<file path="config.mk">
export PLATFORM = sky130hd
export DESIGN_NAME = tdma_slot_window_timer_core
export DESIGN_NICKNAME = d
export VERILOG_FILES = /design/src/rtl/core/tswt_pkg.sv /design/src/rtl/core/tswt_mod_unit.sv /design/src/rtl/core/tdma_slot_window_timer_core.sv
export SDC_FILE = /design/constraint.sdc
export NUM_CORES = 1
export LEC_CHECK = 0
export ABC_AREA = 1
export BUFFER_PORTS_ARGS = -buffer_cell sky130_fd_sc_hd__buf_4
export CORE_UTILIZATION = 43
export DETAILED_ROUTE_END_ITERATION = 12
export SLEW_MARGIN = 20
export SYNTH_ARGS = -nofsm -noshare
export SYNTH_HDL_FRONTEND = slang
export SYNTH_HIERARCHICAL = 1
export SYNTH_SLANG_ARGS = --single-unit
</file>
<file path="constraint.sdc">
create_clock -name aclk -period 8.95 [get_ports aclk]
set_input_delay 1.79 -clock aclk [delete_from_list [all_inputs] [get_ports aclk]]
set_output_delay 1.79 -clock aclk [all_outputs]
set_load 0.03 [all_outputs]
</file>
<file path="src/rtl/core/tswt_pkg.sv">
`timescale 1ns / 1ps
package tswt_pkg;

    localparam int MaxSlots = 16;
    localparam int SlotW    = 4;
    localparam int CycleW   = 20;

    localparam logic [2:0] RegEnable    = 3'd0;
    localparam logic [2:0] RegSlotTotal = 3'd1;
    localparam logic [2:0] RegOwnedMask = 3'd2;
    localparam logic [2:0] RegOwnSlot   = 3'd3;
    localparam logic [2:0] RegPeriod    = 3'd4;
    localparam logic [2:0] RegActive    = 3'd5;

    localparam logic OpQuery = 1'b0;
    localparam logic OpSync  = 1'b1;

    typedef enum logic [2:0] {
        ST_IDLE,
        ST_MOD,
        ST_SWEEP,
        ST_FIN,
        ST_HOLD
    } state_t;

    typedef struct packed {
        logic              start;
        logic [31:0]       dividend;
        logic [CycleW-1:0] divisor;
    } div_req_t;

    typedef struct packed {
        logic              busy;
        logic              done;
        logic [CycleW-1:0] rem;
    } div_rsp_t;

    // Slots this node owns; falls back to the single own slot, if it is in range, when the mask holds no valid slot
    function automatic logic [MaxSlots-1:0] owned_slots(
        input logic [4:0]          slot_total,
        input logic [MaxSlots-1:0] owned_mask,
        input logic [4:0]          own_slot
    );
        logic [MaxSlots-1:0] valid;
        logic [MaxSlots-1:0] res;
        valid = '0;
        res   = '0;
        if (slot_total >= 5'(MaxSlots)) begin
            valid = '1;
        end else begin
            valid = MaxSlots'((17'd1 << slot_total) - 17'd1);
        end
        if (slot_total == 5'd0) begin
            res = '0;
        end else if ((owned_mask & valid) != '0) begin
            res = owned_mask & valid;
        end else if (own_slot < slot_total) begin
            res = MaxSlots'(17'd1 << own_slot);
        end
        return res;
    endfunction

endpackage

</file>
<file path="src/rtl/core/tswt_mod_unit.sv">
`timescale 1ns / 1ps
module tswt_mod_unit (
    input  logic               aclk,
    input  logic               aresetn,
    input  tswt_pkg::div_req_t req,
    output tswt_pkg::div_rsp_t rsp
);

    logic                        busy_reg, busy_next;
    logic                        done_reg, done_next;
    logic [4:0]                  cnt_reg, cnt_next;
    logic [31:0]                 num_reg, num_next;
    logic [tswt_pkg::CycleW-1:0] den_reg, den_next;
    logic [tswt_pkg::CycleW-1:0] rem_reg, rem_next;
    logic [tswt_pkg::CycleW:0]   trial;

    always_ff @(posedge aclk) begin
        if (!aresetn) begin
            busy_reg <= 1'b0;
            done_reg <= 1'b0;
            cnt_reg  <= '0;
        end else begin
            busy_reg <= busy_next;
            done_reg <= done_next;
            cnt_reg  <= cnt_next;
        end
        num_reg <= num_next;
        den_reg <= den_next;
        rem_reg <= rem_next;
    end

    // One restoring step a cycle, dividend bits taken from the top
    always_comb begin
        busy_next = busy_reg;
        done_next = 1'b0;
        cnt_next  = cnt_reg;
        num_next  = num_reg;
        den_next  = den_reg;
        rem_next  = rem_reg;
        trial     = {rem_reg, num_reg[31]};
        if (req.start) begin
            busy_next = 1'b1;
            cnt_next  = '0;
            num_next  = req.dividend;
            den_next  = req.divisor;
            rem_next  = '0;
        end else if (busy_reg) begin
            if (trial >= {1'b0, den_reg}) begin
                rem_next = tswt_pkg::CycleW'(trial - {1'b0, den_reg});
            end else begin
                rem_next = tswt_pkg::CycleW'(trial);
            end
            num_next = {num_reg[30:0], 1'b0};
            cnt_next = cnt_reg + 5'd1;
            if (cnt_reg == 5'd31) begin
                busy_next = 1'b0;
                done_next = 1'b1;
            end
        end
    end

    assign rsp.busy = busy_reg;
    assign rsp.done = done_reg;
    assign rsp.rem  = rem_reg;

endmodule

</file>
<file path="src/rtl/core/tdma_slot_window_timer_core.sv">
`timescale 1ns / 1ps
// TDMA slot window timer. A sync transfer (tuser high) stores the network epoch
// against local time; every transfer, sync or query, returns one result. With a
// valid, enabled schedule an item passes the bit-serial modulo unit that folds
// the synced time into the cycle length (32 restoring steps and its done strobe),
// a sweep that takes one slot per cycle to find the current slot and the nearest
// owned start, the finish state, and the hold state that loads the output register
// once that is free. A disabled or invalid schedule goes straight to the hold
// state with fallbacks. The block takes one item at a time and is ready again as
// soon as its result is loaded; the result register lets a new item in while the
// previous result still waits.
module tdma_slot_window_timer_core (
    input  logic          aclk,
    input  logic          aresetn,
    input  logic          s_tvalid,
    output logic          s_tready,
    // local_ms[31:0], net_epoch[63:32], needed_ms[79:64], margin_ms[95:80]
    input  logic [95:0]   s_tdata,
    // opcode[0]
    input  logic          s_tuser,
    output logic          m_tvalid,
    input  logic          m_tready,
    // synced_ms[31:0], slot_now[35:32], in_window[36], time_left[68:37],
    // fits[69], wait_window_ms[89:70], wait_start_ms[109:90], zero[111:110]
    output logic [111:0]  m_tdata,
    // schedule_ok[0]
    output logic          m_tuser,
    input  logic          psel,
    input  logic          penable,
    input  logic          pwrite,
    input  logic [4:0]    paddr,
    input  logic [31:0]   pwdata,
    output logic [31:0]   prdata,
    output logic          pready
);

    localparam int CW = tswt_pkg::CycleW;
    localparam int SW = tswt_pkg::SlotW;
    localparam int MS = tswt_pkg::MaxSlots;

    // configuration
    logic          enable_reg;
    logic [4:0]    slot_total_reg;
    logic [15:0]   owned_mask_reg;
    logic [4:0]    own_slot_reg;
    logic [15:0]   period_reg;
    logic [15:0]   active_reg;
    logic          cfg_wr;
    logic [2:0]    cfg_idx;

    // epoch state
    logic [31:0]   epoch_base_reg, epoch_base_next;
    logic [31:0]   sync_local_reg, sync_local_next;
    logic          epoch_known_reg, epoch_known_next;

    tswt_pkg::state_t state_reg, state_next;

    logic [31:0]   synced_reg, synced_next;
    logic [15:0]   needed_reg, needed_next;
    logic [15:0]   margin_reg, margin_next;
    logic [CW-1:0] cycle_reg, cycle_next;
    logic [CW-1:0] phase_reg, phase_next;
    logic [SW-1:0] sidx_reg, sidx_next;
    logic [CW-1:0] st_reg, st_next;
    logic [SW-1:0] slot_reg, slot_next;
    logic [CW-1:0] start_reg, start_next;
    logic [CW:0]   wait_reg, wait_next;
    logic          ok_reg, ok_next;
    logic          inwin_reg, inwin_next;
    logic [31:0]   remain_reg, remain_next;
    logic          fits_reg, fits_next;
    logic [CW-1:0] waitwin_reg, waitwin_next;
    logic [CW-1:0] waitst_reg, waitst_next;

    logic          ovalid_reg, ovalid_next;
    logic [111:0]  odata_reg, odata_next;
    logic          ouser_reg, ouser_next;

    logic [MS-1:0] mask;
    logic          sched_ok;
    logic          accept;
    logic [31:0]   synced_in;
    logic [CW:0]   cand;
    logic [CW:0]   win_end;

    tswt_pkg::div_req_t div_req;
    tswt_pkg::div_rsp_t div_rsp;

    tswt_mod_unit u_mod (
        .aclk    (aclk),
        .aresetn (aresetn),
        .req     (div_req),
        .rsp     (div_rsp)
    );

    // APB register file
    assign pready  = 1'b1;
    assign cfg_wr  = psel & penable & pwrite & pready;
    assign cfg_idx = paddr[4:2];

    always_ff @(posedge aclk) begin
        if (!aresetn) begin
            enable_reg     <= 1'b0;
            slot_total_reg <= '0;
            owned_mask_reg <= '0;
            own_slot_reg   <= '0;
            period_reg     <= '0;
            active_reg     <= '0;
        end else if (cfg_wr) begin
            unique case (cfg_idx)
                tswt_pkg::RegEnable:    enable_reg     <= pwdata[0];
                tswt_pkg::RegSlotTotal: slot_total_reg <= pwdata[4:0];
                tswt_pkg::RegOwnedMask: owned_mask_reg <= pwdata[15:0];
                tswt_pkg::RegOwnSlot:   own_slot_reg   <= pwdata[4:0];
                tswt_pkg::RegPeriod:    period_reg     <= pwdata[15:0];
                tswt_pkg::RegActive:    active_reg     <= pwdata[15:0];
                default: ;
            endcase
        end
    end

    always_comb begin
        unique case (cfg_idx)
            tswt_pkg::RegEnable:    prdata = {31'd0, enable_reg};
            tswt_pkg::RegSlotTotal: prdata = {27'd0, slot_total_reg};
            tswt_pkg::RegOwnedMask: prdata = {16'd0, owned_mask_reg};
            tswt_pkg::RegOwnSlot:   prdata = {27'd0, own_slot_reg};
            tswt_pkg::RegPeriod:    prdata = {16'd0, period_reg};
            tswt_pkg::RegActive:    prdata = {16'd0, active_reg};
            default:                prdata = '0;
        endcase
    end

    assign mask = tswt_pkg::owned_slots(slot_total_reg, owned_mask_reg, own_slot_reg);
    assign sched_ok = enable_reg && (slot_total_reg != 5'd0) &&
                      (slot_total_reg <= 5'(MS)) && (mask != '0) &&
                      (period_reg != 16'd0) && (active_reg != 16'd0) &&
                      (active_reg <= period_reg);

    assign s_tready = (state_reg == tswt_pkg::ST_IDLE);
    assign accept   = s_tvalid & s_tready;

    always_comb begin
        if (s_tuser == tswt_pkg::OpSync) begin
            synced_in = s_tdata[63:32];
        end else if (epoch_known_reg) begin
            synced_in = epoch_base_reg + (s_tdata[31:0] - sync_local_reg);
        end else begin
            synced_in = s_tdata[31:0];
        end
    end

    assign div_req.start    = accept & sched_ok;
    assign div_req.dividend = synced_in;
    assign div_req.divisor  = cycle_next;

    // distance from the phase to the start of the slot under sweep
    always_comb begin
        if (phase_reg < st_reg) begin
            cand = {1'b0, st_reg - phase_reg};
        end else begin
            cand = {1'b0, cycle_reg} - {1'b0, phase_reg} + {1'b0, st_reg};
        end
    end
    assign win_end = {1'b0, start_reg} + {5'd0, active_reg};

    always_ff @(posedge aclk) begin
        if (!aresetn) begin
            state_reg       <= tswt_pkg::ST_IDLE;
            epoch_known_reg <= 1'b0;
            epoch_base_reg  <= '0;
            sync_local_reg  <= '0;
            ovalid_reg      <= 1'b0;
        end else begin
            state_reg       <= state_next;
            epoch_known_reg <= epoch_known_next;
            epoch_base_reg  <= epoch_base_next;
            sync_local_reg  <= sync_local_next;
            ovalid_reg      <= ovalid_next;
        end
        synced_reg  <= synced_next;
        needed_reg  <= needed_next;
        margin_reg  <= margin_next;
        cycle_reg   <= cycle_next;
        phase_reg   <= phase_next;
        sidx_reg    <= sidx_next;
        st_reg      <= st_next;
        slot_reg    <= slot_next;
        start_reg   <= start_next;
        wait_reg    <= wait_next;
        ok_reg      <= ok_next;
        inwin_reg   <= inwin_next;
        remain_reg  <= remain_next;
        fits_reg    <= fits_next;
        waitwin_reg <= waitwin_next;
        waitst_reg  <= waitst_next;
        odata_reg   <= odata_next;
        ouser_reg   <= ouser_next;
    end

    always_comb begin
        state_next       = state_reg;
        epoch_known_next = epoch_known_reg;
        epoch_base_next  = epoch_base_reg;
        sync_local_next  = sync_local_reg;
        synced_next      = synced_reg;
        needed_next      = needed_reg;
        margin_next      = margin_reg;
        cycle_next       = cycle_reg;
        phase_next       = phase_reg;
        sidx_next        = sidx_reg;
        st_next          = st_reg;
        slot_next        = slot_reg;
        start_next       = start_reg;
        wait_next        = wait_reg;
        ok_next          = ok_reg;
        inwin_next       = inwin_reg;
        remain_next      = remain_reg;
        fits_next        = fits_reg;
        waitwin_next     = waitwin_reg;
        waitst_next      = waitst_reg;
        ovalid_next      = ovalid_reg;
        odata_next       = odata_reg;
        ouser_next       = ouser_reg;

        if (ovalid_reg && m_tready) begin
            ovalid_next = 1'b0;
        end

        unique case (state_reg)
            tswt_pkg::ST_IDLE: begin
                cycle_next = CW'(CW'(slot_total_reg) * CW'(period_reg));
                if (accept) begin
                    if (s_tuser == tswt_pkg::OpSync) begin
                        epoch_base_next  = s_tdata[63:32];
                        sync_local_next  = s_tdata[31:0];
                        epoch_known_next = 1'b1;
                    end
                    synced_next = synced_in;
                    needed_next = s_tdata[79:64];
                    margin_next = s_tdata[95:80];
                    ok_next     = sched_ok;
                    if (sched_ok) begin
                        state_next = tswt_pkg::ST_MOD;
                    end else begin
                        // fallback answer
                        inwin_next   = 1'b1;
                        remain_next  = '1;
                        fits_next    = 1'b1;
                        waitwin_next = '0;
                        waitst_next  = '0;
                        slot_next    = '0;
                        state_next   = tswt_pkg::ST_HOLD;
                    end
                end
            end
            tswt_pkg::ST_MOD: begin
                sidx_next  = '0;
                st_next    = '0;
                slot_next  = '0;
                start_next = '0;
                wait_next  = {1'b0, cycle_reg};
                phase_next = div_rsp.rem;
                if (div_rsp.done) begin
                    state_next = tswt_pkg::ST_SWEEP;
                end
            end
            tswt_pkg::ST_SWEEP: begin
                if (st_reg <= phase_reg) begin
                    slot_next  = sidx_reg;
                    start_next = st_reg;
                end
                if (mask[sidx_reg] && (cand < wait_reg)) begin
                    wait_next = cand;
                end
                st_next   = st_reg + CW'(period_reg);
                sidx_next = sidx_reg + SW'(1);
                if (sidx_reg == SW'(slot_total_reg - 5'd1)) begin
                    state_next = tswt_pkg::ST_FIN;
                end
            end
            tswt_pkg::ST_FIN: begin
                inwin_next   = mask[slot_reg] && ({1'b0, phase_reg} < win_end);
                remain_next  = inwin_next ? 32'(win_end - {1'b0, phase_reg}) : 32'd0;
                fits_next    = ({1'b0, remain_next}) >=
                               (33'(needed_reg) + 33'(margin_reg));
                waitst_next  = CW'(wait_reg);
                waitwin_next = inwin_next ? '0 : CW'(wait_reg);
                state_next   = tswt_pkg::ST_HOLD;
            end
            tswt_pkg::ST_HOLD: begin
                if (!ovalid_reg || m_tready) begin
                    ovalid_next = 1'b1;
                    ouser_next  = ok_reg;
                    odata_next  = {2'b00, waitst_reg, waitwin_reg, fits_reg, remain_reg,
                                   inwin_reg, slot_reg, synced_reg};
                    state_next  = tswt_pkg::ST_IDLE;
                end
            end
            default: state_next = tswt_pkg::ST_IDLE;
        endcase
    end

    assign m_tvalid = ovalid_reg;
    assign m_tdata  = odata_reg;
    assign m_tuser  = ouser_reg;

`ifndef SYNTHESIS
    a_div_only_in_mod: assert property (@(posedge aclk) disable iff (!aresetn)
        div_rsp.done |-> state_reg == tswt_pkg::ST_MOD)
        else $error("modulo result outside its phase");
    a_window_has_time: assert property (@(posedge aclk) disable iff (!aresetn)
        (m_tvalid && m_tuser && m_tdata[36]) |-> m_tdata[68:37] != 32'd0)
        else $error("window reported with no time left");
    a_start_wait_nonzero: assert property (@(posedge aclk) disable iff (!aresetn)
        (m_tvalid && m_tuser) |-> m_tdata[109:90] != 20'd0)
        else $error("zero wait to next owned start");
`endif

endmodule
</file>
; Yosys cells after proc, flatten, opt, wreduce, memory -nomap -nowiden
; Cells that the tools add are included.
[totals]
reg_bits = 566
inputBits = 141
output_inout_bits = 148
word_cells = 180
[classes]
n_addsub = 14
n_mul = 1
n_lt_le_gt_ge = 12
n_eq_ne = 18
shift = 2
mux = 52
n_bitwise = 7
reduce_logical = 39
[ops]
columns = op, count
row1 = $mux W32, 7
row2 = $pmux W20 S2, 4
row3 = $mux W20, 6
row4 = $pmux W16 S6, 1
row5 = $mux W16, 4
row6 = $pmux W32 S2, 1
row7 = $reduce_bool A16 Y1, 4
row8 = $mux W21, 2
row9 = $pmux W21 S2, 1
row10 = $sub A20 B20 Y20, 2
row11 = $add A32 B32 Y32, 1
row12 = $ge A32 B17 Y1, 1
row13 = $shl A1 B5 Y16 const A, 2
row14 = $sub A32 B32 Y32, 1
row15 = $sub A21 B20 Y22, 1
row16 = $add A20 B16 Y21, 1
row17 = $add A21 B20 Y21, 1
row18 = $ge A21 B20 Y1, 1
row19 = $lt A20 B21 Y1, 1
row20 = $lt A21 B21 Y1, 1
row21 = $sub A20 B20 Y21, 1
row22 = $add A20 B16 Y20, 1
row23 = $le A20 B20 Y1, 1
row24 = $lt A20 B20 Y1, 1
row25 = 42 further kinds, 98

; Logic depth before layout (Yosys ltp)
; Gate-level depths: netlist of the first run.
[depth]
word_depth = 15
depth_mapped = 44
depth_no_buf = 41

; Modules after synthesis
; The synthesis of the first run kept the hierarchy.
[by_module_without_submodules]
columns = mod, instances, cells_each, area_per_inst_um2, seq_area_each_um2
row1 = tdma_slot_window_timer_core, 1, 3440, 29891.2, 12542.0
row2 = tswt_mod_unit, 1, 618, 4778.3, 2102.0

; Worst setup path before layout of the first run
; OpenSTA, ideal clock, no wires.
[synth_path]
kind = input to register
start = input port s_tvalid
end = register fits_reg (enable)
setup_ns = 0.424
arrival_time_ns = 6.345
required_ns = 8.526
setup_slack_ns = 2.180
path_stages = 4
path_buffers = 0
path_cell_list = inv_1 -> nor2_1 -> nand2_1 -> nand2_1
[synth_between]
elab_chain_len = 3
[synth_rtl]
columns = element, line
row1 = "start, declared", tdma_slot_window_timer_core.sv:15  ; input logic s_tvalid,
row2 = $and A1 B1 Y1, tdma_slot_window_timer_core.sv:141  ; assign accept = s_tvalid & s_tready;
row3 = $ne A2 B1 Y1 (no source line), -
row4 = $reduce_and A3 Y1 (no source line), -
row5 = "end signal, assigned", tdma_slot_window_timer_core.sv:194  ; fits_reg <= fits_next;
row6 = "end, declared", tdma_slot_window_timer_core.sv:71  ; logic fits_reg, fits_next;
; No other way between the ends.
; A chain may end at the register's enable or synchronous reset.

; Worst setup path after layout of the first run
[layout_path]
start = register slot_total_reg[0]
end = register fits_reg (data pin)
[layout_between]
elab_chain_len = 13
elab_cells_between_ends = 17
classes_between = 1 x add/sub / 3 x order compare / 1 x shift / 8 x mux / 1 x bitwise / 3 x reduce/logical
[layout_rtl]
columns = element, line
row1 = "start, declared", tdma_slot_window_timer_core.sv:43  ; logic [4:0] slot_total_reg;
row2 = "start signal, assigned", tdma_slot_window_timer_core.sv:112  ; tswt_pkg::RegSlotTotal: slot_total_reg <= pwdata[4:0];
row3 = $shl A1 B5 Y16, tswt_pkg.sv:51  ; valid = MaxSlots'((17'd1 << slot_total) - 17'd1);
row4 = $sub A16 B1 Y16, tswt_pkg.sv:51
row5 = $mux W16, tswt_pkg.sv:48  ; if (slot_total >= 5'(MaxSlots)) begin
row6 = $and A16 B16 Y16, "tswt_pkg.sv:55, tswt_pkg.sv:56"
row7 = $reduce_bool A16 Y1, tswt_pkg.sv:55  ; end else if ((owned_mask & valid) != '0) begin
row8 = $mux W16, tswt_pkg.sv:55
row9 = $mux W16 (*), tswt_pkg.sv:53  ; if (slot_total == 5'd0) begin
row10 = $bmux W1 S4 (*), tdma_slot_window_timer_core.sv:283  ; inwin_next = mask[slot_reg] && ({1'b0, phase_reg} < win_end);
row11 = $mux W1 (implied by the code) (*), tdma_slot_window_timer_core.sv:283
row12 = $logic_and A1 B1 Y1 (*), tdma_slot_window_timer_core.sv:283
row13 = $mux W32 (*), tdma_slot_window_timer_core.sv:284  ; remain_next = inwin_next ? 32'(win_end - {1'b0, phase_reg}) : 32'd0;
row14 = $ge A32 B17 Y1 (*), tdma_slot_window_timer_core.sv:285  ; fits_next = ({1'b0, remain_next}) >=
row15 = $pmux W1 S2 (*), tdma_slot_window_timer_core.sv:230  ; unique case (state_reg)
; Every way passes the cells marked *; elsewhere a longest branch is shown, timed or not. The select of a mux whose other input is x is not followed.

==> run summary, run 1 <==
PLACEMENT
------------------------------------------------------------------------------
Routability-driven placement congestion ratio ...................        0.945
Placed cell count ...............................................         5266
Detailed Place HPWL .............................................     73800 um
Port buffer count ...............................................          251
Placed standard-cell area .......................................   0.0375 mm2

LOGIC SYNTHESIS
------------------------------------------------------------------------------
Syn_area_per_cell ...............................................     8.54 um2
Number of warning messages in the yosys log .....................            6
Gate count of the mapped netlist ................................         4057
Area of the mapped netlist ......................................   0.0347 mm2

TIMING
------------------------------------------------------------------------------
Headroom to the max-slew limit ..................................        24.4%
Number of hold-slack violations in the final timing report ......            0
Post-route setup TNS ............................................         0 ns
Post-layout min period ..........................................      7.60 ns
Timing-limited maximum frequency ................................      132 MHz
Final period util ...............................................        85.0%
Slew at the pin with the worst max-slew slack ...................      1.12 ns
Number of endpoints failing setup at the final stage ............            0
RSZ-0062 raised after global routing ............................        false
Max-slew violation count ........................................            0
Worst slack on hold paths .......................................     0.416 ns
Clock Skews .....................................................    0.0229 ns

FLOORPLAN
------------------------------------------------------------------------------
DIE AREA ........................................................   0.0817 mm2
Starting density of the core ....................................        43.7%
Horizontal die dimension ........................................       286 um
Floorplan Core Area .............................................   0.0794 mm2
Number of core rows .............................................          103
Die height ......................................................       286 um
I/O pin total ...................................................          289

CELLS AND AREA
------------------------------------------------------------------------------
Number of flip-flops in the largest register ....................          100
Cell area after layout ..........................................   0.0394 mm2
Relative area change from synthesis to final layout .............        13.6%
Number of non-filler instances in the completed layout ..........         5378
Final #Nets .....................................................         4770
Share of post-route cells with drive strength above 1 ...........        11.0%
Antenna diode count .............................................            0

CTS
------------------------------------------------------------------------------
Worst-path clk slew .............................................      0.06 ns
Clock tree from TritonCTS .......................................        built
Buffer type at the clock tree root ..............................    clkbuf_16
Resized Gates After CTS .........................................            0
Number of buffers created by CTS ................................           59
Insertion delay of the later-clocked pin in the worst-skew pair .      0.63 ns
Hold-fix buffers, CTS ...........................................            0
Total setup buffers inserted after CTS ..........................            0
Number of buffers on the longest clock path .....................            3
Clock sink total ................................................          546
H-tree levels ...................................................            2

POWER AND IR DROP
------------------------------------------------------------------------------
Sw frac .........................................................        27.2%
Total power per unit cell area ..................................   154 mW/mm2
Total design power ..............................................    0.00607 W
Comb power frac .................................................        14.2%
Sequential share of power .......................................        46.4%
Static leakage ..................................................      17.9 nW
Clock share of power ............................................        39.4%
Cell internal pwr ...............................................    0.00442 W
Largest voltage drop on the vdd net .............................       173 uV
NetSw ...........................................................    0.00165 W

CRITICAL PATH
------------------------------------------------------------------------------
Startpoint kind of the worst setup timing path ..................     register
Required time of the worst setup path ...........................      9.32 ns
Largest incremental delay on the critical path ..................      0.89 ns
Endpoint of the most critical register-to-register path ......... fits_reg$_SDFFCE_PP1P_
Type of element capturing the critical path .....................     register
Critical path start-end classification ..........................      reg2reg
Critical path data arrival time .................................      7.97 ns
Setup slack, reg-to-reg .........................................      1.35 ns
Cell depth of the worst flop-to-flop path .......................           38
Maximum net fanout on the critical path .........................           36
Beginning of the worst register-to-register path ................ slot_total_reg[0]$_SDFFE_PN0P_
Slowest stage cell, crit path ...................................      dfxtp_1

ROUTE
------------------------------------------------------------------------------
Antenna-violating nets left .....................................            0
Metal2 WL .......................................................     45700 um
Wire length per cell ............................................      17.7 um
Metal3 WL .......................................................      4750 um
Via/cell ratio ..................................................         5.14
First-pass DRT Iterations .......................................            5
Top routing layer in use ........................................         met5
Total number of vias ............................................        27600
Wl on met1 ......................................................     42800 um
Detailed Route Iter0 Violations .................................         1675
Total routed wirelength .........................................     95300 um
Post-route DRC ..................................................            0

GRT
------------------------------------------------------------------------------
Initial antenna violation count .................................            1
Pin count of the biggest net entering global routing ............          127
Global-route wire length before repair ..........................    148000 um
Number of global-route vias before repair .......................        26500
Remaining Overflow, GRT .........................................            0
Total routing resource utilization after global routing .........        23.1%

WORST HOLD PATH
------------------------------------------------------------------------------
Worst hold-check path type ......................................      reg2reg
Worst hold path cell count ......................................            0
End point of the most critical hold path ........................ m_tdata[6]$_DFFE_PP_
Worst min-delay path startpoint ................................. synced_reg[6]$_DFFE_PP_

RUN
------------------------------------------------------------------------------
Max-cap check violation count ...................................            0

OUTCOME
------------------------------------------------------------------------------
Status .......................................................... complete, no violations

## placed cells by master, fill, tap and decap left out, types with 17 or more instances in the layout
cell       count
a21oi_1      346
buf_4        281
clkbuf_16     59
conb_1        19
dfxtp_1      175
edfxtp_1     371
fa_1          98
ha_1         254
inv_1        620
nand2_1      797
nand3_1      182
nand4_1       36
nor2_1       309
nor2_2        24
nor3_1        37
nor4_1        20
o211ai_1      19
o21a_1        17
o21ai_0      260
o21ai_1       27
xnor2_1       52
xor2_1        80
## metrics by stage
step	worst slack (ns)	util, %
final	1.35	49.6
after CTS	1.47	49.6
after global routing	0.759	49.6
after detailed placement	1.48	47.2
after global placement	1.53	47.2
after floorplan	2.18	-
## critical path: cells and delay by family, from the launching register on
kind | cells | cell delay [ns]
flops | 1 | 0.89
buf+inv | 3 | 0.63
simple gates | 23 | 3.53
compound gates | 9 | 1.32
fa+ha+maj | 3 | 0.96
## power groups by stage
stage	combinational, W	sequential [W]	clock (W)
global placement	0.000854	0.00287	0
finish	0.000860	0.00282	0.00239
detailed placement	0.000862	0.00287	0
floorplan	0.000579	0.00289	0
global route	0.000971	0.00282	0.00255
CTS	0.000867	0.00282	0.00246
## worst max-delay path by stage
stage	cells past startpoint	startpoint	end
2_1_floorplan	4	s_tvalid	fits_reg$_SDFFCE_PP1P_
3_3_place_gp	38	slot_total_reg[0]$_SDFFE_PN0P_	fits_reg$_SDFFCE_PP1P_
3_5_place_dp	38	slot_total_reg[0]$_SDFFE_PN0P_	fits_reg$_SDFFCE_PP1P_
4_1_cts	38	slot_total_reg[0]$_SDFFE_PN0P_	fits_reg$_SDFFCE_PP1P_
5_1_grt	38	slot_total_reg[0]$_SDFFE_PN0P_	fits_reg$_SDFFCE_PP1P_
6_report	38	slot_total_reg[0]$_SDFFE_PN0P_	fits_reg$_SDFFCE_PP1P_
## area by class of cell
class,count,area [um2]
clock inverter,38,327
sequential,546,14600
clock buffer,74,1570
inverter,635,2380
fill,7718,40000
timing repair buffer,282,2120
multi-input combinational,2753,17000
tap,1050,1310
## metal layers
layer	vias up	global-route usage [%]
met2	634	39.9
met1	13000	30.8
met3	122	2.85
met4	2	5.31
met5	-	0
li1	13800	-
(Power assumes the default switching activity.)
==> inputs of run 2 (changes only) <==
==> constraint.sdc (replaced) <==
create_clock -name aclk -period 7.03 [get_ports aclk]
set_input_delay 1.406 -clock aclk [delete_from_list [all_inputs] [get_ports aclk]]
set_output_delay 1.406 -clock aclk [all_outputs]
set_load 0.03 [all_outputs]
==> run summary, run 2 (synthesis gave the netlist of run 1 again) <==
TIMING
------------------------------------------------------------------------------
RSZ-0062 raised after global routing ............................        false
Clock Skews .....................................................    0.0290 ns   +0.00613 ns
Post-layout min period ..........................................      6.25 ns   -1.35 ns
Number of endpoints failing setup at the final stage ............            0   unchanged
Slew at the pin with the worst max-slew slack ...................      1.04 ns   -0.0868 ns
Final period util ...............................................        88.9%   +4.0 points
Max-slew violation count ........................................            0   unchanged
Headroom to the max-slew limit ..................................        30.8%   +6.4 points
Post-route setup TNS ............................................         0 ns   unchanged
Number of hold-slack violations in the final timing report ......            0   unchanged
Post-layout worst setup margin ..................................     0.778 ns   -0.568 ns
Timing-limited maximum frequency ................................      160 MHz   +22%

FLOORPLAN
------------------------------------------------------------------------------
DIE AREA ........................................................   0.0817 mm2   unchanged
Die height ......................................................       286 um   unchanged
Floorplan Core Area .............................................   0.0794 mm2   unchanged
I/O pin total ...................................................          289   unchanged
Horizontal die dimension ........................................       286 um   unchanged
Starting density of the core ....................................        43.7%   unchanged
Number of core rows .............................................          103   unchanged

POWER AND IR DROP
------------------------------------------------------------------------------
Largest voltage drop on the vdd net .............................       186 uV   +7.6%
Sw frac .........................................................        27.2%   +0.041 points
Sequential share of power .......................................        46.1%   -0.3 points
NetSw ...........................................................    0.00211 W   +28%
Comb power frac .................................................        14.2%   about the same
Cell internal pwr ...............................................    0.00565 W   +28%
Static leakage ..................................................      18.0 nW   +0.58%
Total power per unit cell area ..................................   196 mW/mm2   +27%
Clock share of power ............................................        39.7%   +0.3 points

CTS
------------------------------------------------------------------------------
Number of buffers created by CTS ................................           60   +1.7%
Insertion delay of the later-clocked pin in the worst-skew pair .      0.66 ns   +0.03 ns
Clock tree from TritonCTS .......................................        built
Resized Gates After CTS .........................................            0   unchanged
Buffer type at the clock tree root ..............................    clkbuf_16
Total setup buffers inserted after CTS ..........................            0   unchanged
Clock sink total ................................................          546   unchanged
Hold-fix buffers, CTS ...........................................            0   unchanged
H-tree levels ...................................................            2   unchanged
Worst-path clk slew .............................................      0.06 ns   about the same
Number of buffers on the longest clock path .....................            3   unchanged

CRITICAL PATH
------------------------------------------------------------------------------
Startpoint kind of the worst setup timing path ..................     register
Type of element capturing the critical path .....................     register
Gate family responsible for the most delay along the worst path . compound AO/OA/AOI/OAI gates
Critical path data arrival time .................................      6.65 ns   -1.32 ns
Beginning of the worst register-to-register path ................ active_reg[1]$_SDFFE_PN0P_
Cell depth of the worst flop-to-flop path .......................           34   -11%
Largest incremental delay on the critical path ..................      0.52 ns   -0.37 ns
Endpoint of the most critical register-to-register path ......... fits_reg$_SDFFCE_PP1P_
Required time of the worst setup path ...........................      7.43 ns   -1.89 ns
Critical path start-end classification ..........................      reg2reg
Setup slack, reg-to-reg .........................................      0.78 ns   -0.57 ns
Maximum net fanout on the critical path .........................            6   -83%
Buffering stage count on the worst path with inverters included .            1   -2
Slowest stage cell, crit path ...................................      dfxtp_1

GRT
------------------------------------------------------------------------------
Global-route wire length before repair ..........................    147000 um   -0.74%
Remaining Overflow, GRT .........................................            0   unchanged
Total routing resource utilization after global routing .........        23.0%   -0.067 points
Initial antenna violation count .................................            3   +2
Pin count of the biggest net entering global routing ............          126   -0.79%
Number of global-route vias before repair .......................        26400   -0.34%

ROUTE
------------------------------------------------------------------------------
First-pass DRT Iterations .......................................            5   unchanged
Antenna-violating nets left .....................................            0   unchanged
Total number of vias ............................................        27600   -0.13%
Wire length per cell ............................................      17.6 um   -0.65%
Total routed wirelength .........................................     95000 um   -0.28%
Post-route DRC ..................................................            0   unchanged
Via/cell ratio ..................................................         5.11   -0.50%
Detailed Route Iter0 Violations .................................         1999   +19%

WORST HOLD PATH
------------------------------------------------------------------------------
Worst hold-check path type ......................................      reg2reg
Worst min-delay path startpoint ................................. synced_reg[11]$_DFFE_PP_
Worst hold path cell count ......................................            0   unchanged
End point of the most critical hold path ........................ m_tdata[11]$_DFFE_PP_

CELLS AND AREA
------------------------------------------------------------------------------
Final #Nets .....................................................         4788   +0.38%
Share of post-route cells with drive strength above 1 ...........        11.2%   +0.16 points
Number of fill cells ............................................         7703   -0.19%
Number of flip-flops in the largest register ....................          100   unchanged
Area occupied by multi-input gates ..............................   0.0170 mm2   about the same
Most common cell after layout, fill and taps aside ..............      nand2_1
Post-layout util ................................................        49.8%   +0.23 points
Footprint of the flip-flops and latches .........................   0.0146 mm2   unchanged
Relative area change from synthesis to final layout .............        14.1%
Commonest cells after routing, fill and taps aside .............. nand2_1 (797), inv_1 (620), edfxtp_1 (371), a21oi_1 (346), nor2_1 (309)

PLACEMENT
------------------------------------------------------------------------------
Detailed Place HPWL .............................................     74100 um   +0.35%
Routability-driven placement congestion ratio ...................        0.904   -4.3%
Port buffer count ...............................................          251   unchanged
Setup slack after placement .....................................     0.484 ns   -0.996 ns

OUTCOME
------------------------------------------------------------------------------
Status .......................................................... complete, no violations

RUN
------------------------------------------------------------------------------
Max-cap check violation count ...................................            0   unchanged

[run 2: cell count changes in the layout (fill, tap and decap cells not counted), moves of 3 or more]
cell | previous run | this run
buf_4 | 281 | 296
clkbuf_1 | 11 | 17
clkinv_1 | 11 | 16
clkinv_2 | 15 | 12
clkinvlp_4 | 6 | 2
inv_4 | 3 | 0
[run 2: through the flow]
stage	cell area [um2]	instances	power, W	hold slack [ns]
2_1_floorplan	34700	4074	0.00442	0.400
3_3_place_gp	37600	5283	0.00475	0.401
3_5_place_dp	37600	5283	0.00476	0.405
4_1_cts	39500	5397	0.00786	0.418
5_1_grt	39500	5397	0.00811	0.421
6_report	39500	5398	0.00777	0.417
[run 2: area by class of cell]
class / count / area share, %
repair buffers: 299 / 5.75
flip-flops and latches: 546 / 37.0
diodes: 1 / 0.00633
well taps: 1050 / 3.32
clock inverters: 34 / 0.801
inverters: 635 / 6.03
multi-input cells: 2753 / 43.0
clock buffers: 80 / 4.06
[run 2: power by group through the flow]
stage	sequential [W]	clock (W)	combinational (W)
2_1_floorplan	0.00368	0	0.000737
3_3_place_gp	0.00365	0	0.00110
3_5_place_dp	0.00365	0	0.00111
4_1_cts	0.00359	0.00316	0.00111
5_1_grt	0.00359	0.00327	0.00124
6_report	0.00359	0.00309	0.00110
[run 2: worst max path at each step]
stage                                    from                endpoint  slack (ns)  depth (start not counted)
2_1_floorplan                        s_tvalid  fits_reg$_SDFFCE_PP1P_        0.64                          4
3_3_place_gp       active_reg[1]$_SDFFE_PN0P_  fits_reg$_SDFFCE_PP1P_        0.68                         34
3_5_place_dp       active_reg[1]$_SDFFE_PN0P_  fits_reg$_SDFFCE_PP1P_        0.48                         34
4_1_cts            active_reg[1]$_SDFFE_PN0P_  fits_reg$_SDFFCE_PP1P_        0.50                         34
5_1_grt        slot_total_reg[0]$_SDFFE_PN0P_  fits_reg$_SDFFCE_PP1P_        0.03                         39
6_report           active_reg[1]$_SDFFE_PN0P_  fits_reg$_SDFFCE_PP1P_        0.78                         34
[run 2: metal layers]
metal | GRT usage (%) | share of wire [%]
met3 | 3.00 | 5.7
met4 | 5.80 | 2.1
met1 | 30.8 | 45
met2 | 39.4 | 48
met5 | 0 | 0.012
==> inputs of run 3 (changes only) <==
--- a/config.mk
+++ b/config.mk
@@ -7,9 +7,9 @@
 export LEC_CHECK = 0
 export ABC_AREA = 1
 export BUFFER_PORTS_ARGS = -buffer_cell sky130_fd_sc_hd__buf_4
+export CORE_ASPECT_RATIO = 0.7
 export CORE_UTILIZATION = 43
 export DETAILED_ROUTE_END_ITERATION = 12
-export SLEW_MARGIN = 20
 export SYNTH_ARGS = -nofsm -noshare
 export SYNTH_HDL_FRONTEND = slang
 export SYNTH_HIERARCHICAL = 1
==> run summary, run 3 (synthesis gave the netlist of run 1 again) <==
GRT
------------------------------------------------------------------------------
Total routing resource utilization after global routing .........        23.9%   +0.80 points
Global-route wire length before repair ..........................    151000 um   +2.7%
Pin count of the biggest net entering global routing ............          127   +0.79%
Remaining Overflow, GRT .........................................            0   unchanged
Number of global-route vias before repair .......................        25300   -4.3%
Initial antenna violation count .................................            2   -1

CTS
------------------------------------------------------------------------------
Total setup buffers inserted after CTS ..........................            0   unchanged
Worst-path clk slew .............................................      0.07 ns   about the same
Resized Gates After CTS .........................................            0   unchanged
Number of buffers on the longest clock path .....................            3   unchanged
Hold-fix buffers, CTS ...........................................            0   unchanged
Clock sink total ................................................          546   unchanged
Insertion delay of the later-clocked pin in the worst-skew pair .      0.63 ns   -0.03 ns
Number of buffers created by CTS ................................           54   -10%
H-tree levels ...................................................            2   unchanged
Buffer type at the clock tree root ..............................    clkbuf_16
Clock tree from TritonCTS .......................................        built

TIMING
------------------------------------------------------------------------------
Post-route setup TNS ............................................         0 ns   unchanged
Max-slew violation count ........................................            0   unchanged
Clock Skews .....................................................    0.0329 ns   +0.00389 ns
Post-layout min period ..........................................      6.43 ns   +0.174 ns
Timing-limited maximum frequency ................................      156 MHz   -2.7%
Headroom to the max-slew limit ..................................        20.4%   -10 points
Slew at the pin with the worst max-slew slack ...................      1.19 ns   +0.157 ns
Final period util ...............................................        91.4%   +2.5 points
RSZ-0062 raised after global routing ............................        false
Number of endpoints failing setup at the final stage ............            0   unchanged
Number of hold-slack violations in the final timing report ......            0   unchanged

CELLS AND AREA
------------------------------------------------------------------------------
Most common cell after layout, fill and taps aside ..............      nand2_1
Final #Nets .....................................................         4776   -0.25%
Commonest cells after routing, fill and taps aside .............. nand2_1 (797), inv_1 (620), edfxtp_1 (371), a21oi_1 (346), nor2_1 (309)
Relative area change from synthesis to final layout .............        13.6%
Post-layout util ................................................        49.7%   -0.11 points
Share of post-route cells with drive strength above 1 ...........        10.9%   -0.29 points
Number of flip-flops in the largest register ....................          100   unchanged

CRITICAL PATH
------------------------------------------------------------------------------
Largest incremental delay on the critical path ..................      0.45 ns   -0.07 ns
Endpoint of the most critical register-to-register path ......... fits_reg$_SDFFCE_PP1P_
Cell depth of the worst flop-to-flop path .......................           34   unchanged
CP most frequent cell ...........................................      a21oi_1
Type of element capturing the critical path .....................     register
Maximum net fanout on the critical path .........................           15   +9
Critical path start-end classification ..........................      reg2reg
Beginning of the worst register-to-register path ................ active_reg[2]$_SDFFE_PN0P_
Required time of the worst setup path ...........................      7.38 ns   -0.05 ns
Slowest stage cell, crit path ...................................      dfxtp_1
Buffering stage count on the worst path with inverters included .            1   unchanged
Gate family responsible for the most delay along the worst path . compound AO/OA/AOI/OAI gates
Critical path data arrival time .................................      6.77 ns   +0.12 ns
Setup slack, reg-to-reg .........................................      0.60 ns   -0.17 ns
Startpoint kind of the worst setup timing path ..................     register

FLOORPLAN
------------------------------------------------------------------------------
Starting density of the core ....................................        43.8%   +0.10 points
DIE AREA ........................................................   0.0818 mm2   about the same
Horizontal die dimension ........................................       341 um   +19%
Floorplan Core Area .............................................   0.0792 mm2   -0.24%
Die height ......................................................       240 um   -16%
I/O pin total ...................................................          289   unchanged
Number of core rows .............................................           86   -17%

WORST HOLD PATH
------------------------------------------------------------------------------
End point of the most critical hold path ........................ m_tdata[106]$_DFFE_PP_
Worst min-delay path startpoint ................................. waitst_reg[16]$_SDFFCE_PP0P_
Worst hold path cell count ......................................            0   unchanged
Worst hold-check path type ......................................      reg2reg

PLACEMENT
------------------------------------------------------------------------------
Port buffer count ...............................................          251   unchanged
Detailed Place HPWL .............................................     76700 um   +3.5%
Routability-driven placement congestion ratio ...................        0.951   +5.1%

ROUTE
------------------------------------------------------------------------------
Antenna-violating nets left .....................................            0   unchanged
Via/cell ratio ..................................................         5.21   +1.9%
Post-route DRC ..................................................            0   unchanged
Wire length per cell ............................................      18.3 um   +3.9%
First-pass DRT Iterations .......................................            5   unchanged
Total routed wirelength .........................................     98400 um   +3.6%
Total number of vias ............................................        28000   +1.7%
Detailed Route Iter0 Violations .................................         2563   +28%

RUN
------------------------------------------------------------------------------
Max-cap check violation count ...................................            0   unchanged

OUTCOME
------------------------------------------------------------------------------
Status .......................................................... complete, no violations

POWER AND IR DROP
------------------------------------------------------------------------------
Total design power ..............................................    0.00768 W   -1.2%
Largest voltage drop on the vdd net .............................       162 uV   -13%
Static leakage ..................................................      17.9 nW   -0.61%
Total power per unit cell area ..................................   195 mW/mm2   -0.75%

==> run 3: changes by cell type in the layout (fill, tap and decap cells not counted), moves of 3 or more <==
cell       delta
clkinv_1      -3
clkbuf_16     -5
inv_6         +3
clkbuf_1      -3
clkinv_2      -8
bufinv_16     +3
buf_4         -5
==> run 3: how the worst max path moves through the flow <==
stage                                    start                endpoint  slack [ns]  cells after the start
floorplan                             s_tvalid  fits_reg$_SDFFCE_PP1P_        0.64                      4
global placement    active_reg[2]$_SDFFE_PN0P_  fits_reg$_SDFFCE_PP1P_        0.74                     34
detailed placement  active_reg[2]$_SDFFE_PN0P_  fits_reg$_SDFFCE_PP1P_        0.69                     34
CTS                 active_reg[2]$_SDFFE_PN0P_  fits_reg$_SDFFCE_PP1P_        0.63                     34
global route        active_reg[2]$_SDFFE_PN0P_  fits_reg$_SDFFCE_PP1P_       0.001                     34
finish              active_reg[2]$_SDFFE_PN0P_  fits_reg$_SDFFCE_PP1P_        0.60                     34
==> run 3: cell type report <==
type | count | area [um2]
Fill cell | 7643 | 39800
Multi-Input combinational cell | 2753 | 17000
Sequential cell | 546 | 14600
Inverter | 635 | 2380
Timing Repair Buffer | 293 | 2220
Clock buffer | 71 | 1460
Tap cell | 1056 | 1320
Clock inverter | 29 | 330
Antenna cell | 1 | 2.50
==> run 3: routing by layer <==
layer	wire length (um)	global-route usage, %
met5	0	0
met4	1440	4.43
met3	7870	3.37
met2	39100	32.9
met1	49900	38.9
==> run 3: where the power goes <==
group | leakage, nW | switching, W | internal, W
combinational | 12.3 | 0.000718 | 0.000398
clock | 0.862 | 0.00129 | 0.00169
sequential | 4.76 | 0.0000564 | 0.00353
total | 17.9 | 0.00206 | 0.00562
==> run 3: stage by stage <==
step	setup slack, ns	cells	cell area (um2)	hold slack [ns]
2_1_floorplan	0.644	4074	34700	0.400
3_3_place_gp	0.735	5283	37600	0.402
3_5_place_dp	0.685	5283	37600	0.405
4_1_cts	0.629	5383	39400	0.411
5_1_grt	0.00118	5383	39400	0.423
6_report	0.604	5384	39400	0.404
